### config.mk
export PLATFORM = sky130hd
export DESIGN_NAME = epoch_seconds_to_calendar_unit
export DESIGN_NICKNAME = d
export VERILOG_FILES = /design/src/design/es2c_pkg.sv /design/src/design/es2c_sub.sv /design/src/design/es2c_core.sv /design/src/design/epoch_seconds_to_calendar_unit.sv
export VERILOG_INCLUDE_DIRS = /design/src /design/src/design
export SDC_FILE = /design/constraint.sdc
export NUM_CORES = 1
export LEC_CHECK = 0
export BUFFER_PORTS_ARGS = -buffer_cell sky130_fd_sc_hd__buf_4
export CORE_MARGIN = 2
export CORE_UTILIZATION = 30
export DETAILED_ROUTE_END_ITERATION = 8
export MAX_ROUTING_LAYER = met4
export PLACE_DENSITY_LB_ADDON = 0.08
export SYNTH_ARGS = -nofsm -noshare
export SYNTH_HDL_FRONTEND = slang
export SYNTH_SLANG_ARGS = --single-unit
export TNS_END_PERCENT = 10
### constraint.sdc
create_clock -name clk -period 18.5 [get_ports clk]
set_input_delay 3.7 -clock clk [delete_from_list [all_inputs] [get_ports clk]]
set_output_delay 3.7 -clock clk [all_outputs]
set_load 0.05 [all_outputs]
### src/design/epoch_seconds_to_calendar_unit_assert.svh
// Assertion macros shared by the epoch-to-calendar RTL.
// Each macro expects signals named clk and rst_n in the scope where it is used.
`ifndef EPOCH_SECONDS_TO_CALENDAR_UNIT_ASSERT_SVH
`define EPOCH_SECONDS_TO_CALENDAR_UNIT_ASSERT_SVH

// The consequent must hold in the same cycle as the antecedent.
`define ES2C_ASSERT_SAME(lbl, ante, cons, msg) \
  lbl: assert property (@(posedge clk) disable iff (!rst_n) (ante) |-> (cons)) \
    else $error(msg);

// The consequent must hold in the cycle after the antecedent.
`define ES2C_ASSERT_NEXT(lbl, ante, cons, msg) \
  lbl: assert property (@(posedge clk) disable iff (!rst_n) (ante) |=> (cons)) \
    else $error(msg);

`endif

### src/design/es2c_pkg.sv
// Package for the epoch-to-calendar unit: constants, the result struct and
// the calendar helper functions. It depends on nothing else.
package es2c_pkg;

  localparam logic [31:0] SECS_PER_DAY      = 32'd86400;
  localparam logic [31:0] SECS_PER_HOUR     = 32'd3600;
  localparam logic [31:0] SECS_PER_MIN      = 32'd60;
  localparam logic [31:0] DAYS_COMMON_YEAR  = 32'd365;
  localparam logic [31:0] DAYS_LEAP_YEAR    = 32'd366;

  // 1970 expressed as years since 1900.
  localparam logic [7:0]  YEAR_FIRST        = 8'd70;
  // 2100 expressed as years since 1900: the only century in range that is not leap.
  localparam logic [7:0]  YEAR_NOLEAP_CENT  = 8'd200;
  localparam logic [3:0]  MONTH_LAST        = 4'd11;

  // Top quotient bit of each long division step.
  localparam logic [3:0]  DAY_TOP_BIT       = 4'd15;
  localparam logic [3:0]  HOUR_TOP_BIT      = 4'd4;
  localparam logic [3:0]  MIN_TOP_BIT       = 4'd5;

  typedef struct packed {
    logic [5:0] second_of_minute;
    logic [5:0] minute_of_hour;
    logic [4:0] hour_of_day;
    logic [7:0] years_since_1900;
    logic [3:0] month_index;
    logic [4:0] day_of_month;
  } calendar_t;

  // Years since 1900 cover 1970 to 2106. 1900 is a multiple of 4, so the low two
  // bits decide; 2000 is a leap century and 2100 is not.
  function automatic logic is_leap(input logic [7:0] yr);
    return (yr[1:0] == 2'b00) && (yr != YEAR_NOLEAP_CENT);
  endfunction

  function automatic logic [4:0] month_len(input logic leap, input logic [3:0] mon);
    logic [4:0] len;
    case (mon)
      4'd1:    len = leap ? 5'd29 : 5'd28;
      4'd3:    len = 5'd30;
      4'd5:    len = 5'd30;
      4'd8:    len = 5'd30;
      4'd10:   len = 5'd30;
      default: len = 5'd31;
    endcase
    return len;
  endfunction

endpackage

### src/design/es2c_sub.sv
// Shared compare-and-subtract unit of the epoch-to-calendar sequencer.
// Stand-alone; it uses nothing from the package.
module es2c_sub (
  input  logic [31:0] a,
  input  logic [31:0] b,
  output logic [31:0] diff,
  output logic        ge
);

  logic borrow;

  assign {borrow, diff} = {1'b0, a} - {1'b0, b};
  assign ge = ~borrow;

endmodule

### src/design/es2c_core.sv
// Sequencer and working registers of the epoch-to-calendar unit.
// Depends on es2c_pkg, es2c_sub and the assertion macro header.
`include "epoch_seconds_to_calendar_unit_assert.svh"

module es2c_core (
  input  logic                clk,
  input  logic                rst_n,
  input  logic                start,
  input  logic [31:0]         secs,
  input  logic                drain,
  output logic                idle,
  output logic                done,
  output es2c_pkg::calendar_t res
);

  typedef enum logic [6:0] {
    S_IDLE  = 7'b0000001,
    S_DAY   = 7'b0000010,
    S_HOUR  = 7'b0000100,
    S_MIN   = 7'b0001000,
    S_YEAR  = 7'b0010000,
    S_MONTH = 7'b0100000,
    S_DONE  = 7'b1000000
  } state_t;

  state_t      state_r, state_nxt;
  logic [31:0] a_r, a_nxt;
  logic [15:0] days_r, days_nxt;
  logic [3:0]  k_r, k_nxt;
  logic [4:0]  hour_r, hour_nxt;
  logic [5:0]  min_r, min_nxt;
  logic [5:0]  sec_r, sec_nxt;
  logic [7:0]  year_r, year_nxt;
  logic [3:0]  month_r, month_nxt;

  logic [31:0] sub_b;
  logic [31:0] sub_diff;
  logic        sub_ge;
  logic        leap;

  assign leap = es2c_pkg::is_leap(year_r);

  es2c_sub u_sub (
    .a    (a_r),
    .b    (sub_b),
    .diff (sub_diff),
    .ge   (sub_ge)
  );

  always_comb begin
    state_nxt = state_r;
    a_nxt     = a_r;
    days_nxt  = days_r;
    k_nxt     = k_r;
    hour_nxt  = hour_r;
    min_nxt   = min_r;
    sec_nxt   = sec_r;
    year_nxt  = year_r;
    month_nxt = month_r;
    sub_b     = '0;
    case (state_r)
      S_IDLE: begin
        if (start) begin
          a_nxt     = secs;
          days_nxt  = '0;
          hour_nxt  = '0;
          min_nxt   = '0;
          k_nxt     = es2c_pkg::DAY_TOP_BIT;
          state_nxt = S_DAY;
        end
      end
      S_DAY: begin
        sub_b = es2c_pkg::SECS_PER_DAY << k_r;
        if (sub_ge) begin
          a_nxt    = sub_diff;
          days_nxt = days_r | (16'd1 << k_r);
        end
        if (k_r == 4'd0) begin
          k_nxt     = es2c_pkg::HOUR_TOP_BIT;
          state_nxt = S_HOUR;
        end else begin
          k_nxt = k_r - 4'd1;
        end
      end
      S_HOUR: begin
        sub_b = es2c_pkg::SECS_PER_HOUR << k_r;
        if (sub_ge) begin
          a_nxt    = sub_diff;
          hour_nxt = hour_r | (5'd1 << k_r);
        end
        if (k_r == 4'd0) begin
          k_nxt     = es2c_pkg::MIN_TOP_BIT;
          state_nxt = S_MIN;
        end else begin
          k_nxt = k_r - 4'd1;
        end
      end
      S_MIN: begin
        sub_b = es2c_pkg::SECS_PER_MIN << k_r;
        if (sub_ge) begin
          a_nxt   = sub_diff;
          min_nxt = min_r | (6'd1 << k_r);
        end
        if (k_r == 4'd0) begin
          // The remainder is the second count; the day count moves into the
          // working register for the year loop.
          sec_nxt   = sub_ge ? sub_diff[5:0] : a_r[5:0];
          a_nxt     = {16'd0, days_r};
          year_nxt  = es2c_pkg::YEAR_FIRST;
          state_nxt = S_YEAR;
        end else begin
          k_nxt = k_r - 4'd1;
        end
      end
      S_YEAR: begin
        sub_b = leap ? es2c_pkg::DAYS_LEAP_YEAR : es2c_pkg::DAYS_COMMON_YEAR;
        if (sub_ge) begin
          a_nxt    = sub_diff;
          year_nxt = year_r + 8'd1;
        end else begin
          month_nxt = '0;
          state_nxt = S_MONTH;
        end
      end
      S_MONTH: begin
        sub_b = {27'd0, es2c_pkg::month_len(leap, month_r)};
        if ((month_r != es2c_pkg::MONTH_LAST) && sub_ge) begin
          a_nxt     = sub_diff;
          month_nxt = month_r + 4'd1;
        end else begin
          state_nxt = S_DONE;
        end
      end
      S_DONE: begin
        if (drain) begin
          state_nxt = S_IDLE;
        end
      end
      default: begin
        state_nxt = S_IDLE;
      end
    endcase
  end

  always_ff @(posedge clk) begin
    if (!rst_n) begin
      state_r <= S_IDLE;
    end else begin
      state_r <= state_nxt;
    end
  end

  always_ff @(posedge clk) begin
    a_r     <= a_nxt;
    days_r  <= days_nxt;
    k_r     <= k_nxt;
    hour_r  <= hour_nxt;
    min_r   <= min_nxt;
    sec_r   <= sec_nxt;
    year_r  <= year_nxt;
    month_r <= month_nxt;
  end

  assign idle = (state_r == S_IDLE);
  assign done = (state_r == S_DONE);

  assign res.second_of_minute = sec_r;
  assign res.minute_of_hour   = min_r;
  assign res.hour_of_day      = hour_r;
  assign res.years_since_1900 = year_r;
  assign res.month_index      = month_r;
  assign res.day_of_month     = a_r[4:0] + 5'd1;

  `ES2C_ASSERT_SAME(a_start_idle, start, state_r == S_IDLE, "request started while busy")
  `ES2C_ASSERT_NEXT(a_min_to_year, (state_r == S_MIN) && (k_r == 4'd0), state_r == S_YEAR, "minute step did not hand over to year loop")
  `ES2C_ASSERT_SAME(a_year_range, state_r == S_YEAR, year_r <= 8'd206, "year count ran past 2106")
  `ES2C_ASSERT_SAME(a_done_range, state_r == S_DONE, (hour_r < 5'd24) && (a_r < 32'd31) && (month_r <= es2c_pkg::MONTH_LAST), "finished result out of range")

endmodule

### src/design/epoch_seconds_to_calendar_unit.sv
// Epoch seconds to UTC calendar converter. One request carries a 32-bit count of
// seconds since 1970-01-01 00:00:00 UTC; the result carries second, minute, hour,
// years since 1900, month (0 is January) and day of month (1 to 31). Every input
// value is legal and gives exactly one result. A single 32-bit compare-and-subtract
// unit does all the arithmetic under a small sequencer, one step per cycle: 16 steps
// of long division by 86400, 5 steps for the hour, 6 for the minute, then one step
// per elapsed year plus one (Y + 1, where Y is the year minus 1970) and one step per
// elapsed month plus one (M + 1). in_stall stays high from acceptance until the
// finished result leaves the sequencer. The finished result moves into an output
// register, so the next request is taken while a result still waits on out_stall;
// the sequencer only holds when that register is full and not draining.
// Depends on es2c_pkg and es2c_core.
module epoch_seconds_to_calendar_unit (
  input  logic        clk,
  input  logic        rst_n,
  input  logic        in_valid,
  output logic        in_stall,
  input  logic [31:0] in_epoch_seconds,
  output logic        out_valid,
  input  logic        out_stall,
  output logic [5:0]  out_second_of_minute,
  output logic [5:0]  out_minute_of_hour,
  output logic [4:0]  out_hour_of_day,
  output logic [7:0]  out_years_since_1900,
  output logic [3:0]  out_month_index,
  output logic [4:0]  out_day_of_month
);

  logic                core_idle;
  logic                core_done;
  logic                core_drain;
  logic                start;
  es2c_pkg::calendar_t core_res;
  es2c_pkg::calendar_t res_r;
  logic                out_valid_r;

  // The sequencer takes a new request only from its idle state.
  assign in_stall = ~core_idle;
  assign start    = in_valid & core_idle;

  // A finished result moves out when the output register is empty or being taken.
  assign core_drain = core_done & (~out_valid_r | ~out_stall);

  es2c_core u_core (
    .clk   (clk),
    .rst_n (rst_n),
    .start (start),
    .secs  (in_epoch_seconds),
    .drain (core_drain),
    .idle  (core_idle),
    .done  (core_done),
    .res   (core_res)
  );

  always_ff @(posedge clk) begin
    if (!rst_n) begin
      out_valid_r <= 1'b0;
    end else if (core_drain) begin
      out_valid_r <= 1'b1;
    end else if (!out_stall) begin
      out_valid_r <= 1'b0;
    end
  end

  always_ff @(posedge clk) begin
    if (core_drain) begin
      res_r <= core_res;
    end
  end

  assign out_valid            = out_valid_r;
  assign out_second_of_minute = res_r.second_of_minute;
  assign out_minute_of_hour   = res_r.minute_of_hour;
  assign out_hour_of_day      = res_r.hour_of_day;
  assign out_years_since_1900 = res_r.years_since_1900;
  assign out_month_index      = res_r.month_index;
  assign out_day_of_month     = res_r.day_of_month;

endmodule
==> results.ini, run 1 <==
[outcome]
outcome = complete, no violations

[logic_synthesis]
synth_top_family_by_area = compound AO/OA/AOI/OAI gates
synth-simple-area-share_pct = 17.1
synthMuxAreaShare_pct = 1.12
ys_warn_count = 0
synth_ff_type = edfxtp_1
synth-edff-count = 115
synth.net_count = 979
synth_compound_area_share_pct = 23.5
synth-xor-area-share_pct = 4.28
synth_fa_ha_area_share_pct = 7.40
yosysTopAreaCellShare_pct = 41.2
avgSynthCellArea_um2 = 9.39
syn_area_mm2 = 0.00839
netlist_instances = 894
ys_seq_area_share_pct = 43.1
synth-seq-cells = 123
async_flop_share_pct = 0
synth_area_leaders = edfxtp_1 41%, ha_1 7.2%, a21oi_1 5.3%
yosys.cell_types.count = 81
synth_top_area_cell = edfxtp_1

[setup_path]
cp_max_fo = 17
arrival_ns = 6.67
cp-start-kind = flip-flop
worstSetupPathType = flip-flop to flip-flop
cp.required_ns = 18.60
end_kind = flip-flop

[global_route]
grt_max_degree = 35
antenna_found_initial = 0
grt_pass1_vias = 6945
grt_pass1_wl_um = 41300
grt_overflow_total = 0
grt_use_total_pct = 19.1

[floorplan]
pin_count = 72
row_count = 61
fp.coreArea_mm2 = 0.0276
start_util_pct = 30.4
die_w_um = 171
die_h_um = 171
die_area_mm2 = 0.0293

[placed_design]
pre_cts_ws_ns = 11.85
port-buffer-count = 71
dp.final_hpwl_um = 18900
place_congestion = 0.896

[routing]
drt-total-wl_um = 26800
drt_iter0_drc = 521
via_per_inst = 5.35
wire_per_inst_um = 20.0
dr.pass1.iters = 5
ant_nets = 0
vias = 7170
drc = 0

[clock_network]
clkTransAtPathRegs_ns = 0.06
cts_setup_buffers = 0
cts_resized = 0
cts_tree = yes
clk-insertion-delay-late_ns = 0.43
hold_buffers = 0
root_buffer = clkbuf_16
clock_path_buffers = 2
htreeDepth = 4
clock-sinks = 123
numCtsBuffers = 17

[cells_and_area]
diodes = 0
area_growth_pct = 18.1
fin_nets = 1035
drive_gt1_share_pct = 15.7
fillCellCount = 2915

[sta]
grt_setup_unrepaired = false
fin_crit_sh_pct = 35.5
slew_headroom_pct = 25.7
maxSlewViolCount = 0
hold_viol_final = 0
clock_skew_ns = 0.0180
period_needed_ns = 6.57
fmax_ghz = 0.152
finalSetupTns_ns = 0
setup_viol = 0
tightestPinTransition_ns = 1.10
finalWorstSetupSlack_ns = 11.93

[pwr]
p_clk_share_pct = 22.0
swShare_pct = 44.9
p_leak_nw = 3.50
p_comb_share_pct = 47.5
vdd_ir_drop_max_uv = 73.9
p_sw_w = 0.000691
powerDensity_mw_per_mm2 = 155
power_w = 0.00154
p_int_w = 0.000848
seq_power_share_pct = 30.4

[min_path]
hp-class = flip-flop to flip-flop

[flow_run]
cap_violations = 0

-- cell type report --
type / instances / area (µm²) / area share (%)
Sequential cell: 123 / 3610 / 36.5
Inverter: 21 / 78.8 / 0.796
Clock buffer: 17 / 425 / 4.29
Multi-Input combinational cell: 700 / 4520 / 45.6
Tap cell: 378 / 473 / 4.77
Clock inverter: 15 / 146 / 1.48
Timing Repair Buffer: 87 / 653 / 6.59
-- metal layers --
layer,track usage [%],routed length [µm],share of wire (%)
met1,26.2,12800,48
met2,29.3,12400,46
met3,2.69,1140,4.3
met4,5.97,545,2.0
met5,-,0,0
-- cell usage after synthesis (8+ instances only) --
library cell and n:
a21o_1 8, nand4_1 10, ha_1 48, a22oi_1 8, clkbuf_1 39, o21ai_1 13
dfxtp_1 8, xor2_1 18, a21oi_1 89, nand2b_1 12, o21a_1 8, nor3_1 15
nor2_1 105, o21ai_0 57, nand3_1 32, xnor2_1 23, o211ai_2 8, edfxtp_1 115
a32oi_1 9, o22ai_1 8, a31oi_1 13, a211oi_1 11, nand2_1 86, inv_1 21
-- path summary, 6_finish.rpt --
check	depth (start not counted)	start	end	slack, ns
worst max-delay path	17	u_core.state_r[6]	u_core.a_r[5]	11.93
worst min-delay path	0	u_core.sec_r[0]	out_second_of_minute[0]	0.42
worst max register to register	17	u_core.state_r[6]	u_core.a_r[5]	11.93
worst min register to register	0	u_core.sec_r[0]	out_second_of_minute[0]	0.42
-- flip-flops by register name (all words and copies together) (netlist names) --
register	count
out_years_since_1900	8
out_second_of_minute	6
u_core.month_r	4
u_core.hour_r	5
u_core.min_r	6
out_minute_of_hour	6
out_valid	1
u_core.year_r	8
u_core.days_r	16
u_core.a_r	32
out_hour_of_day	5
out_month_index	4
u_core.state_r	7
out_day_of_month	5
u_core.sec_r	6
u_core.k_r	4
-- placed cells by master (no fill, tap or decap), types with 6 or more instances in the layout --
cell type  instances
edfxtp_1         115
nor2_1           104
a21oi_1           88
buf_4             87
nand2_1           86
o21ai_0           57
ha_1              48
nand3_1           32
xnor2_1           23
inv_1             21
xor2_1            18
clkbuf_16         17
nor3_1            14
a31oi_1           13
nand2b_1          12
o21ai_1           12
nand4_1           10
a211oi_1          10
a32oi_1            9
a22oi_1            8
o22ai_1            8
o21a_1             8
a21o_1             8
o211ai_2           8
dfxtp_1            8
and2_1             7
and3_1             6
or3_1              6
mux2i_1            6
inv_6              6
-- metrics by stage --
step | std cells | util [%] | cell area, µm² | hold slack (ns)
2_1_floorplan | 894 | - | 8390 | 0.400
3_3_place_gp | 1309 | 33.8 | 9340 | 0.405
3_5_place_dp | 1309 | 33.8 | 9340 | 0.405
4_1_cts | 1341 | 35.9 | 9910 | 0.421
5_1_grt | 1341 | 35.9 | 9910 | 0.430
6_report | 1341 | 35.9 | 9910 | 0.420
-- power by group through the flow --
stage	Combinational (W)	Sequential (W)	Clock, W
after CTS	0.000734	0.000468	0.000344
after floorplan	0.000529	0.000462	0
after global routing	0.000814	0.000477	0.000358
final	0.000732	0.000468	0.000339
after global placement	0.000735	0.000474	0
after detailed placement	0.000729	0.000473	0
-- critical path, stage by stage, from the launching register on --
cell and delay [ns]:
dfxtp_1 0.36, nor4_2 0.49, nand3_1 0.66, nand2_1 0.39
nor2_1 0.24, a21oi_1 0.26, a21oi_1 0.10, and2_1 0.21
o21ai_0 0.28, ha_1 0.22, and4_1 0.28, o2111ai_1 0.20
o21a_1 0.29, or3_4 0.44, a21oi_4 0.37, a21oi_1 0.17
a211oi_4 0.84, buf_4 0.43
-- logic make-up (layout without fill, tap and decap cells) --
group | count (synthesis) | count (layout)
AOI/OAI and AO/OA | 294 | 294
buffers and inverters | 71 | 140
adders and majority gates | 49 | 49
DFF | 123 | 123
muxes | 9 | 9
xor gates and xnor gates | 41 | 41
and+or+nand+nor | 307 | 307
Note: power is estimated with default switching activity, not from simulation.
==> inputs of run 2 (changes only) <==
- clock period: 18.5 -> 6.4 ns (I/O delays scaled with it)
==> results.ini, run 2 (synthesis results as in run 1) <==
[outcome]
outcome = complete, no violations

[pwr]
p_int_w = 0.00251
p_comb_share_pct = 48.6
p_leak_nw = 3.62
seq_power_share_pct = 29.9
p_clk_share_pct = 21.5
swShare_pct = 43.9
vdd_ir_drop_max_uv = 159
p_sw_w = 0.00197
powerDensity_mw_per_mm2 = 444

[sta]
fmax_ghz = 0.174
fin_crit_sh_pct = 89.8
finalSetupTns_ns = 0
tightestPinTransition_ns = 1.08
period_needed_ns = 5.75
whs_ns = 0.417
grt_setup_unrepaired = false
slew_headroom_pct = 27.6
clock_skew_ns = 0.0161
setup_viol = 0
maxSlewViolCount = 0
hold_viol_final = 0

[flow_run]
cap_violations = 0

[cells_and_area]
fin_nets = 1055
seq_area_mm2 = 0.00361
final_common_cell = edfxtp_1
reg_top3 = u_core.a_r: 32 flops, u_core.days_r: 16 flops
largest_reg_flops = 32
finish.instance_area_mm2 = 0.0101
drive_gt1_share_pct = 17.3
area_growth_pct = 20.2
top_register = u_core.a_r
layout_common_cells = 115 x edfxtp_1, 105 x buf_4, 104 x nor2_1, 88 x a21oi_1, 86 x nand2_1
fillCellCount = 2877
diodes = 0
multi_input_area_mm2 = 0.00451

[routing]
via_per_inst = 5.35
drc = 0
ant_nets = 0
drt_iter0_drc = 490
drt-total-wl_um = 26500
dr.pass1.iters = 5
wire_per_inst_um = 19.5
vias = 7278

[placed_design]
placed_area_mm2 = 0.00951
place_congestion = 0.894
port-buffer-count = 71
dp.final_hpwl_um = 19200

[global_route]
grt_pass1_vias = 6973
grt_use_total_pct = 19.0
antenna_found_initial = 0
grt_max_degree = 35
grt_pass1_wl_um = 41300
grt_overflow_total = 0

[clock_network]
cts_tree = yes
clock_path_buffers = 2
cts_resized = 0
cts_setup_buffers = 0
htreeDepth = 4
clk-insertion-delay-late_ns = 0.43
root_buffer = clkbuf_16
clkTransAtPathRegs_ns = 0.06
hold_buffers = 0
clock-sinks = 123
numCtsBuffers = 17

[setup_path]
r2r_cells = 16
worstSetupPathType = flip-flop to flip-flop
rr_startpoint = u_core.state_r[1]
cp_max_fo = 22
r2r_slack_ns = 0.65
arrival_ns = 5.87
cp.required_ns = 6.52
cp-start-kind = flip-flop
reg2reg_to = u_core.days_r[9]
end_kind = flip-flop

[floorplan]
pin_count = 72
die_w_um = 171
start_util_pct = 30.4
row_count = 61
die_area_mm2 = 0.0293
fp.coreArea_mm2 = 0.0276
die_h_um = 171

[min_path]
hp-class = flip-flop to flip-flop
hold_end = out_second_of_minute[1]
worstHoldPathCells = 0
min-delay-start = u_core.sec_r[1]

-- run 2: worst max-delay path by stage --
stage | start | to | slack [ns]
finish | u_core.state_r[1] | u_core.days_r[9] | 0.65
global route | u_core.state_r[1] | u_core.days_r[7] | 0.27
CTS | u_core.state_r[6] | u_core.days_r[7] | 0.68
detailed placement | u_core.state_r[6] | u_core.a_r[9] | 0.71
global placement | u_core.state_r[6] | u_core.a_r[9] | 0.76
floorplan | u_core.state_r[6] | u_core.a_r[0] | 0.95
-- run 2: critical path: stages, from the launching register on --
cell	delay [ns]
dfxtp_1	0.44
nor2_1	0.17
nand3_1	0.64
nand2_1	0.30
nor2_1	0.64
a21oi_1	0.19
a21oi_1	0.21
and2_1	0.14
o21ai_0	0.15
ha_1	0.39
and4_1	0.27
o2111ai_1	0.18
o21a_1	0.28
or3_4	0.45
a21o_4	0.36
o21ai_1	0.33
buf_4	0.30
-- run 2: cell type report --
cell class / instances / share of cell area, %
clock buffer: 17 / 4.22
clock inverter: 15 / 1.48
inverter: 21 / 0.782
multi-input combinational: 700 / 44.8
sequential: 123 / 35.8
tap: 378 / 4.69
timing repair buffer: 107 / 8.22
-- run 2: power groups by stage --
stage	clock, W	sequential, W	combinational (W)
after global placement	0	0.00136	0.00219
final	0.000964	0.00134	0.00217
after floorplan	0	0.00133	0.00153
after detailed placement	0	0.00135	0.00217
after CTS	0.000982	0.00134	0.00219
after global routing	0.00102	0.00137	0.00240
-- run 2: per-layer routing --
layer  share of wire (%)  up-vias  global-route usage [%]
met5                   0        -                       -
met4                 1.6        0                    5.23
met3                 3.5       27                    2.30
met2                  46      205                    30.3
met1                  48     3522                    25.6
li1                    -     3524                       -
-- run 2: through the flow --
stage                     power [W]  utilization [%]  setup WS [ns]  std cells
after detailed placement    0.00353             34.4          0.707       1329
after global placement      0.00355             34.4          0.760       1329
after CTS                   0.00451             36.5          0.683       1361
after global routing        0.00479             36.5          0.275       1361
after floorplan             0.00286                -          0.953        894
final                       0.00447             36.5          0.655       1361
